### src/bfu_fifo.sv
// short register queue between the front and back parts
module bfu_fifo #(
    parameter int W     = 8,
    parameter int DEPTH = 4
) (
    input  logic         i_clk,
    input  logic         i_rst_n,
    input  logic         i_push,
    input  logic [W-1:0] i_data,
    output logic         o_full,
    input  logic         i_pop,
    output logic         o_valid,
    output logic [W-1:0] o_data
);
    localparam int PW = $clog2(DEPTH);
    localparam int CW = $clog2(DEPTH + 1);

    logic [W-1:0]  r_mem [0:DEPTH-1];
    logic [PW-1:0] r_wp, r_rp;
    logic [CW-1:0] r_cnt;

    assign o_full  = (r_cnt == CW'(DEPTH));
    assign o_valid = (r_cnt != '0);
    assign o_data  = r_mem[r_rp];

    always_ff @(posedge i_clk) begin
        if (!i_rst_n) begin
            r_wp  <= '0;
            r_rp  <= '0;
            r_cnt <= '0;
        end else begin
            if (i_push) begin
                r_wp <= (r_wp == PW'(DEPTH - 1)) ? '0 : r_wp + 1'b1;
            end
            if (i_pop) begin
                r_rp <= (r_rp == PW'(DEPTH - 1)) ? '0 : r_rp + 1'b1;
            end
            if (i_push && !i_pop) begin
                r_cnt <= r_cnt + 1'b1;
            end else if (!i_push && i_pop) begin
                r_cnt <= r_cnt - 1'b1;
            end
        end
    end

    always_ff @(posedge i_clk) begin
        if (i_push) begin
            r_mem[r_wp] <= i_data;
        end
    end
endmodule

### config.mk
export PLATFORM = sky130hd
export DESIGN_NAME = bfu_fifo
export DESIGN_NICKNAME = d
export VERILOG_FILES = /design/src/bfu_fifo.sv
export SDC_FILE = /design/constraint.sdc
export NUM_CORES = 1
export LEC_CHECK = 0
export BUFFER_PORTS_ARGS = -buffer_cell sky130_fd_sc_hd__buf_2
export CAP_MARGIN = 20
export CORE_MARGIN = 2
export CORE_UTILIZATION = 40
export DETAILED_ROUTE_END_ITERATION = 16
export HOLD_SLACK_MARGIN = 0.02
export PLACE_DENSITY = 0.58
export RECOVER_POWER = 50
export SYNTH_ARGS = -nofsm -noshare
export SYNTH_HDL_FRONTEND = slang
export SYNTH_SLANG_ARGS = --single-unit
### constraint.sdc
create_clock -name i_clk -period 1.3 [get_ports i_clk]
set_input_delay 0.13 -clock i_clk [delete_from_list [all_inputs] [get_ports i_clk]]
set_output_delay 0.13 -clock i_clk [all_outputs]
set_load 0.1 [all_outputs]
==> impl_metrics.py, run 1 <==
metrics = {
    "detailed_routing": {
        "drtAntennaViolNets": 0,
        "first_pass_iters": 4,
        "wl_um": 2750,
        "post-route-drc-count": 0,
        "routedWlPerCell_um": 15.7,
        "viasPerCell": 4.77,
        "drt_iter0_drc": 76,
        "vias": 835,
    },
    "sta": {
        "drv_slew": 0,
        "tightest_slew_ns": 0.424,
        "skew_ns": 0.00651,
        "hold_viol": 0,
        "period_share": 1.26,
        "slew_headroom": 0.717,
        "rsz0062_at_grt": "yes",
        "max_freq_mhz": 613,
        "fin_tns_setup_ns": -2.80,
        "setup_ws_ns": -0.332,
        "setup_viol": 11,
        "fin_crit_ns": 1.63,
        "hold_slack_ns": 0.101,
    },
    "setup_path": {
        "end_kind": "primary output",
        "rr_endpoint": "r_cnt[2]$_SDFFE_PN0P_",
        "cp.required_ns": 1.17,
        "timing.rr.start": "r_cnt[0]$_SDFFE_PN0P_",
        "reg2reg_depth": 5,
        "worstPathArrival_ns": 1.50,
        "critPathKind": "reg2out",
        "start_kind": "register",
        "rrSetupSlack_ns": -0.14,
        "cp_max_fo": 8,
    },
    "die": {
        "die_height_um": 67.6,
        "die_x_um": 67.6,
        "ios": 22,
        "coreArea_sq_um": 3940,
        "die-area_sq_um": 4570,
        "start_util": 0.410,
        "rows": 23,
    },
    "power_and_ir_drop": {
        "p_clk_frac": 0.293,
        "finalPower_mw": 3.39,
        "pwr-share-comb": 0.254,
        "p_switching_mw": 1.00,
        "vdd_drop_max_uv": 1100,
        "p_int_mw": 2.39,
        "p_seq_frac": 0.453,
        "power_leakage_nw": 0.773,
        "power.density_nw_per_um2": 1590,
        "switching_share": 0.295,
    },
    "cts": {
        "cts.clk_slew.worst_paths_ns": 0.08,
        "cts_inserted_buffers": 5,
        "clk_latency_ns": 0.29,
        "cts_buffer_depth": 2,
        "postCtsHoldBufs": 0,
        "htree_levels": 2,
        "cts_root_buffer": "clkbuf_8",
        "cts_tree": "done",
        "cts_sinks": 41,
    },
    "yosys": {
        "syn_avg_cell_area_sq_um": 18.8,
        "synth_edf_count": 32,
        "synth_top_area_cell": "edfxtp_1",
        "async_flop_share": 0,
        "netlist_area_sq_um": 1620,
        "synth_nets": 105,
        "synthDominantCellAreaShare": 0.594,
        "yosysSeqAreaShare": 0.706,
        "syn_inst": 86,
        "synth.area.top_cells": "edfxtp_1, dfxtp_1, mux4_2, ha_1, mux2i_1",
        "ys_seq_elements": 41,
        "yosys_warnings": 0,
        "yosysUniqueCellTypes": 20,
        "synth_flop_cell": "edfxtp_1",
    },
    "cells_and_area": {
        "fin_nets": 143,
        "post-route-util": 0.541,
        "n_antenna_cell": 0,
        "drive_above_1_share": 0.392,
        "fillers": 328,
        "syn_to_final_growth_pct": 32.0,
    },
    "job": {
        "maxCapViolations": 0,
    },
    "grt": {
        "antenna_found_initial": 0,
        "grt_start_max_net_pins": 14,
        "grt_remaining_overflow": 0,
        "grt_pass1_wl_um": 4440,
        "grt_util_all_layers": 0.144,
        "first_global_vias": 921,
    },
    "placement": {
        "place_congestion": 0.684,
        "io_buffer_count": 21,
        "dpl_worst_slack_ns": -0.223,
        "dpl.hpwl_um": 1910,
    },
    "status": {
        "violations": "negative setup slack",
        "status": "complete, but fails checks",
    },
    "worst_hold_path": {
        "whs_endpoint": "r_mem[0][0]$_DFFE_PP_",
        "holdCritStartpoint": "i_data[0]",
        "min_path_type": "in2reg",
        "min_path_cells": 1,
    },
}
==> placed cells by master, fill, tap and decap left out <==
cell type	instances
or3_4	1
clkbuf_1	9
fa_2	1
nor3b_4	1
dfxtp_1	6
nor2_1	1
inv_2	1
nor2b_1	5
mux4_2	8
or3_1	1
clkbuf_8	5
and2_1	5
edfxtp_1	32
xor2_1	1
bufinv_16	1
buf_6	11
buf_4	5
a21boi_1	1
buf_12	6
nor3_1	1
ha_1	5
buf_2	3
mux2i_1	4
xnor2_1	1
o21a_1	1
inv_1	2
clkinv_2	1
o21ai_0	1
dfxtp_2	3
inv_4	1
ha_4	1
==> cell usage after synthesis, types with 2 or more instances <==
| library cell | n |
|---|---|
| ha_1 | 6 |
| and2_1 | 5 |
| dfxtp_1 | 9 |
| mux2i_1 | 4 |
| edfxtp_1 | 32 |
| inv_1 | 4 |
| mux4_2 | 8 |
| or3_1 | 2 |
| nor2b_1 | 5 |
==> worst max path at each step <==
stage | startpoint | end | slack, ns | depth (start not counted)
4_1_cts | register | o_data[7] | -0.35 | 3
3_5_place_dp | i_pop | r_cnt[2]$_SDFFE_PN0P_ | -0.22 | 8
3_3_place_gp | i_pop | r_cnt[2]$_SDFFE_PN0P_ | -0.18 | 8
2_1_floorplan | register | o_data[0] | -0.05 | 2
5_1_grt | register | o_data[7] | -0.40 | 3
6_report | register | o_data[7] | -0.33 | 3
==> stage by stage <==
| stage | area [sq um] | instances |
|---|---|---|
| after floorplan | 1650 | 86 |
| after global placement | 1950 | 166 |
| after detailed placement | 1950 | 166 |
| after CTS | 2140 | 175 |
| after global routing | 2130 | 175 |
| final | 2130 | 175 |
==> per-layer routing <==
metal,GRT usage,wire length (um),vias up
li1,-,-,403
met1,0.162,1150,404
met2,0.239,1440,22
met3,0.0583,120,6
met4,0.0689,42,0
met5,0,0,-
==> cell families (layout without fill, tap and decap cells) <==
logic type               count (synthesis)  in the layout  synth area share
buffers and inverters                    6             45            0.0193
multiplexers                            12             12             0.136
adder cells (fa/ha/maj)                  7              7            0.0588
flip-flops                              41             41             0.706
XOR/XNOR                                 2              2            0.0108
AND/OR/NAND/NOR                         15             15            0.0565
AO/OA/AOI/OAI                            3              3            0.0124
==> final cells by class <==
class | count | area [sq um] | share of cell area
Clock inverter | 2 | 35.0 | 0.0164
Multi-Input combinational cell | 39 | 475 | 0.223
Inverter | 4 | 17.5 | 0.00821
Clock buffer | 6 | 72.6 | 0.0340
Timing Repair Buffer | 33 | 327 | 0.153
Sequential cell | 41 | 1140 | 0.536
Tap cell | 50 | 62.6 | 0.0293
==> power by group through the flow <==
stage | combinational (mW) | clock, mW | sequential [mW]
global placement | 0.741 | 0 | 1.56
finish | 0.860 | 0.994 | 1.54
CTS | 0.874 | 1.03 | 1.54
floorplan | 0.562 | 0 | 1.56
detailed placement | 0.755 | 0 | 1.57
global route | 0.911 | 1.09 | 1.55
==> what timing repair did <==
item                                    CTS  global route
endpoints found under the setup margin   11            12
setup buffers                             1             0
cloned                                    0             0
pin swaps                                 2             0
resized for setup                        25             1
==> worst max-delay path, stage by stage (launching register included) <==
cell	delay, ns
dfxtp_2	0.34
buf_12	0.14
mux4_2	0.52
buf_6	0.20
==> state kept, by name, indices dropped and copies added (netlist names), named ones only <==
register	count
r_cnt	3
r_mem	32
r_rp	2
r_wp	2
Power figures use the tool's default switching activity.
==> run 2, diff against run 1 <==
==> constraint.sdc (replaced) <==
create_clock -name i_clk -period 1.3 [get_ports i_clk]
set_input_delay 0.065 -clock i_clk [delete_from_list [all_inputs] [get_ports i_clk]]
set_output_delay 0.065 -clock i_clk [all_outputs]
set_load 0.1 [all_outputs]
==> run 2 against run 1 <==
Die area did not move. Sequential cell count did not move. Maximum frequency rose by 3.9%. Critical path depth did not move. Cell count rose by 6.3%. Utilization rose by 2.8 points. Wire length fell by 2.1%. Critical endpoint is now o_data[5]. The flow still finishes with violations (negative setup slack). Largest cell class unchanged. Global-route usage fell by 0.73 points. Register-to-register slack improved by 0.06 ns. Sequential power barely moved. Total power rose by 0.55%.
==> impl_metrics.py, run 2 (synthesis results as in run 1) <==
metrics = {
    "setup_path": {
        "cp.required_ns": 1.24,
        "slowest_delay_ns": 0.55,
        "end_kind": "primary output",
        "start_kind": "register",
        "critPathKind": "reg2out",
        "critPathSlowestCell": "mux4_2",
        "cp_cell_sequence": "buf_12 > mux4_2 > buf_12",
        "cpMostUsedCell": "buf_12",
        "worstPathArrival_ns": 1.51,
        "cp_max_fo": 8,
    },
    "detailed_routing": {
        "vias": 867,
        "viasPerCell": 4.66,
        "routedWlPerCell_um": 14.5,
        "drt_iter0_drc": 54,
        "wl_met3_um": 102,
        "first_pass_iters": 4,
        "drtAntennaViolNets": 0,
        "wl_met2_um": 1340,
        "post-route-drc-count": 0,
        "drt-met1-wl_um": 1210,
        "wl_um": 2690,
        "top_layer": "met4",
    },
    "placement": {
        "place_congestion": 0.691,
        "dpl.hpwl_um": 1910,
        "io_buffer_count": 21,
        "placed_area_sq_um": 1960,
    },
    "cts": {
        "cts_inserted_buffers": 5,
        "clk_latency_ns": 0.29,
        "htree_levels": 2,
        "cts_sinks": 41,
        "cts_tree": "done",
        "cts_root_buffer": "clkbuf_8",
        "cts_buffer_depth": 2,
        "cts.clk_slew.worst_paths_ns": 0.07,
    },
    "sta": {
        "drv_slew": 0,
        "setup_ws_ns": -0.270,
        "skew_ns": 0.00723,
        "max_freq_mhz": 637,
        "tightest_slew_ns": 0.205,
        "period_share": 1.21,
        "slew_headroom": 0.864,
        "fin_tns_setup_ns": -2.14,
        "fin_crit_ns": 1.57,
        "rsz0062_at_grt": "yes",
        "setup_viol": 11,
        "hold_viol": 0,
        "hold_slack_ns": 0.0784,
    },
    "die": {
        "coreArea_sq_um": 3940,
        "rows": 23,
        "die-area_sq_um": 4570,
        "die_x_um": 67.6,
        "ios": 22,
        "start_util": 0.410,
        "die_height_um": 67.6,
    },
    "cells_and_area": {
        "syn_to_final_growth_pct": 38.9,
        "post-route-util": 0.570,
        "fillers": 309,
        "final_common_cell": "edfxtp_1",
        "top_register": "r_mem",
        "drive_above_1_share": 0.382,
        "fin_nets": 154,
        "final_cell_mix": "edfxtp_1, buf_6, clkbuf_1",
        "postLayoutCellArea_sq_um": 2250,
        "n_antenna_cell": 0,
        "reg_top3": "r_mem x32, r_cnt x3",
        "largest_reg_flops": 32,
    },
    "job": {
        "maxCapViolations": 0,
    },
    "grt": {
        "grt_util_all_layers": 0.137,
        "antenna_found_initial": 0,
        "grt_remaining_overflow": 0,
        "first_global_vias": 892,
        "grt_pass1_wl_um": 4330,
        "grt_start_max_net_pins": 14,
    },
    "power_and_ir_drop": {
        "vdd_drop_max_uv": 1030,
        "power.density_nw_per_um2": 1520,
        "finalPower_mw": 3.41,
        "power_leakage_nw": 0.825,
    },
    "worst_hold_path": {
        "min_path_type": "in2reg",
    },
    "status": {
        "status": "complete, but fails checks",
        "violations": "negative setup slack",
    },
}
[run 2: cell count changes in the layout (fill, tap and decap cells not counted)]
cell           previous run  this run
dfxtp_4                   0         1
buf_12                    6         7
inv_4                     1         0
inv_2                     1         2
buf_4                     5         8
dfxtp_2                   3         2
dlygate4sd3_1             0         8
buf_6                    11        10
[run 2: layout make-up]
type | count | area [sq um] | area share
clock buffers | 6 | 72.6 | 0.0323
clock inverters | 2 | 35.0 | 0.0156
inverters | 4 | 15.0 | 0.00669
multi-input cells | 39 | 475 | 0.212
flip-flops and latches | 41 | 1150 | 0.511
well taps | 50 | 62.6 | 0.0279
repair buffers | 44 | 438 | 0.195
[run 2: final timing paths]
kind,from,to,slack [ns],depth (start not counted)
worst max register to register,r_cnt[1]$_SDFFE_PN0P_,r_cnt[2]$_SDFFE_PN0P_,-0.08,4
worst max-delay path,register,o_data[5],-0.27,3
worst min register to register,r_cnt[2]$_SDFFE_PN0P_,r_cnt[2]$_SDFFE_PN0P_,0.53,2
worst min-delay path,i_rst_n,register,0.08,2
[run 2: repair_timing]
action                                  CTS  global route
gates cloned                              0             0
endpoints found under the setup margin   10            11
hold buffers                              8             0
hold endpoints to repair                 32             0
setup buffers                             2             0
resized for setup                        26             1
pin swaps                                 1             2
[run 2: metal layers]
| layer | vias to the layer above | global-route usage |
|---|---|---|
| met5 | - | 0 |
| met4 | 0 | 0.0689 |
| met3 | 5 | 0.0383 |
| met2 | 17 | 0.232 |
| met1 | 423 | 0.159 |
| li1 | 422 | - |
[run 2: power by group]
| group | leakage, nW | switching, mW | internal [mW] |
|---|---|---|---|
| Sequential | 0.369 | 0.0388 | 1.49 |
| Combinational | 0.401 | 0.541 | 0.362 |
| Clock | 0.0552 | 0.405 | 0.569 |
[run 2: stage by stage]
stage / setup WS, ns / instances
final: -0.270 / 186
after global routing: -0.309 / 186
after CTS: -0.297 / 186
after detailed placement: -0.161 / 168
after global placement: -0.116 / 168
after floorplan: -0.00769 / 86
[run 2: critical path: cells and delay by family, from the launching register on]
family | cells | cell delay [ns]
muxes | 1 | 0.55
DFF | 1 | 0.34
buffers and inverters | 2 | 0.33
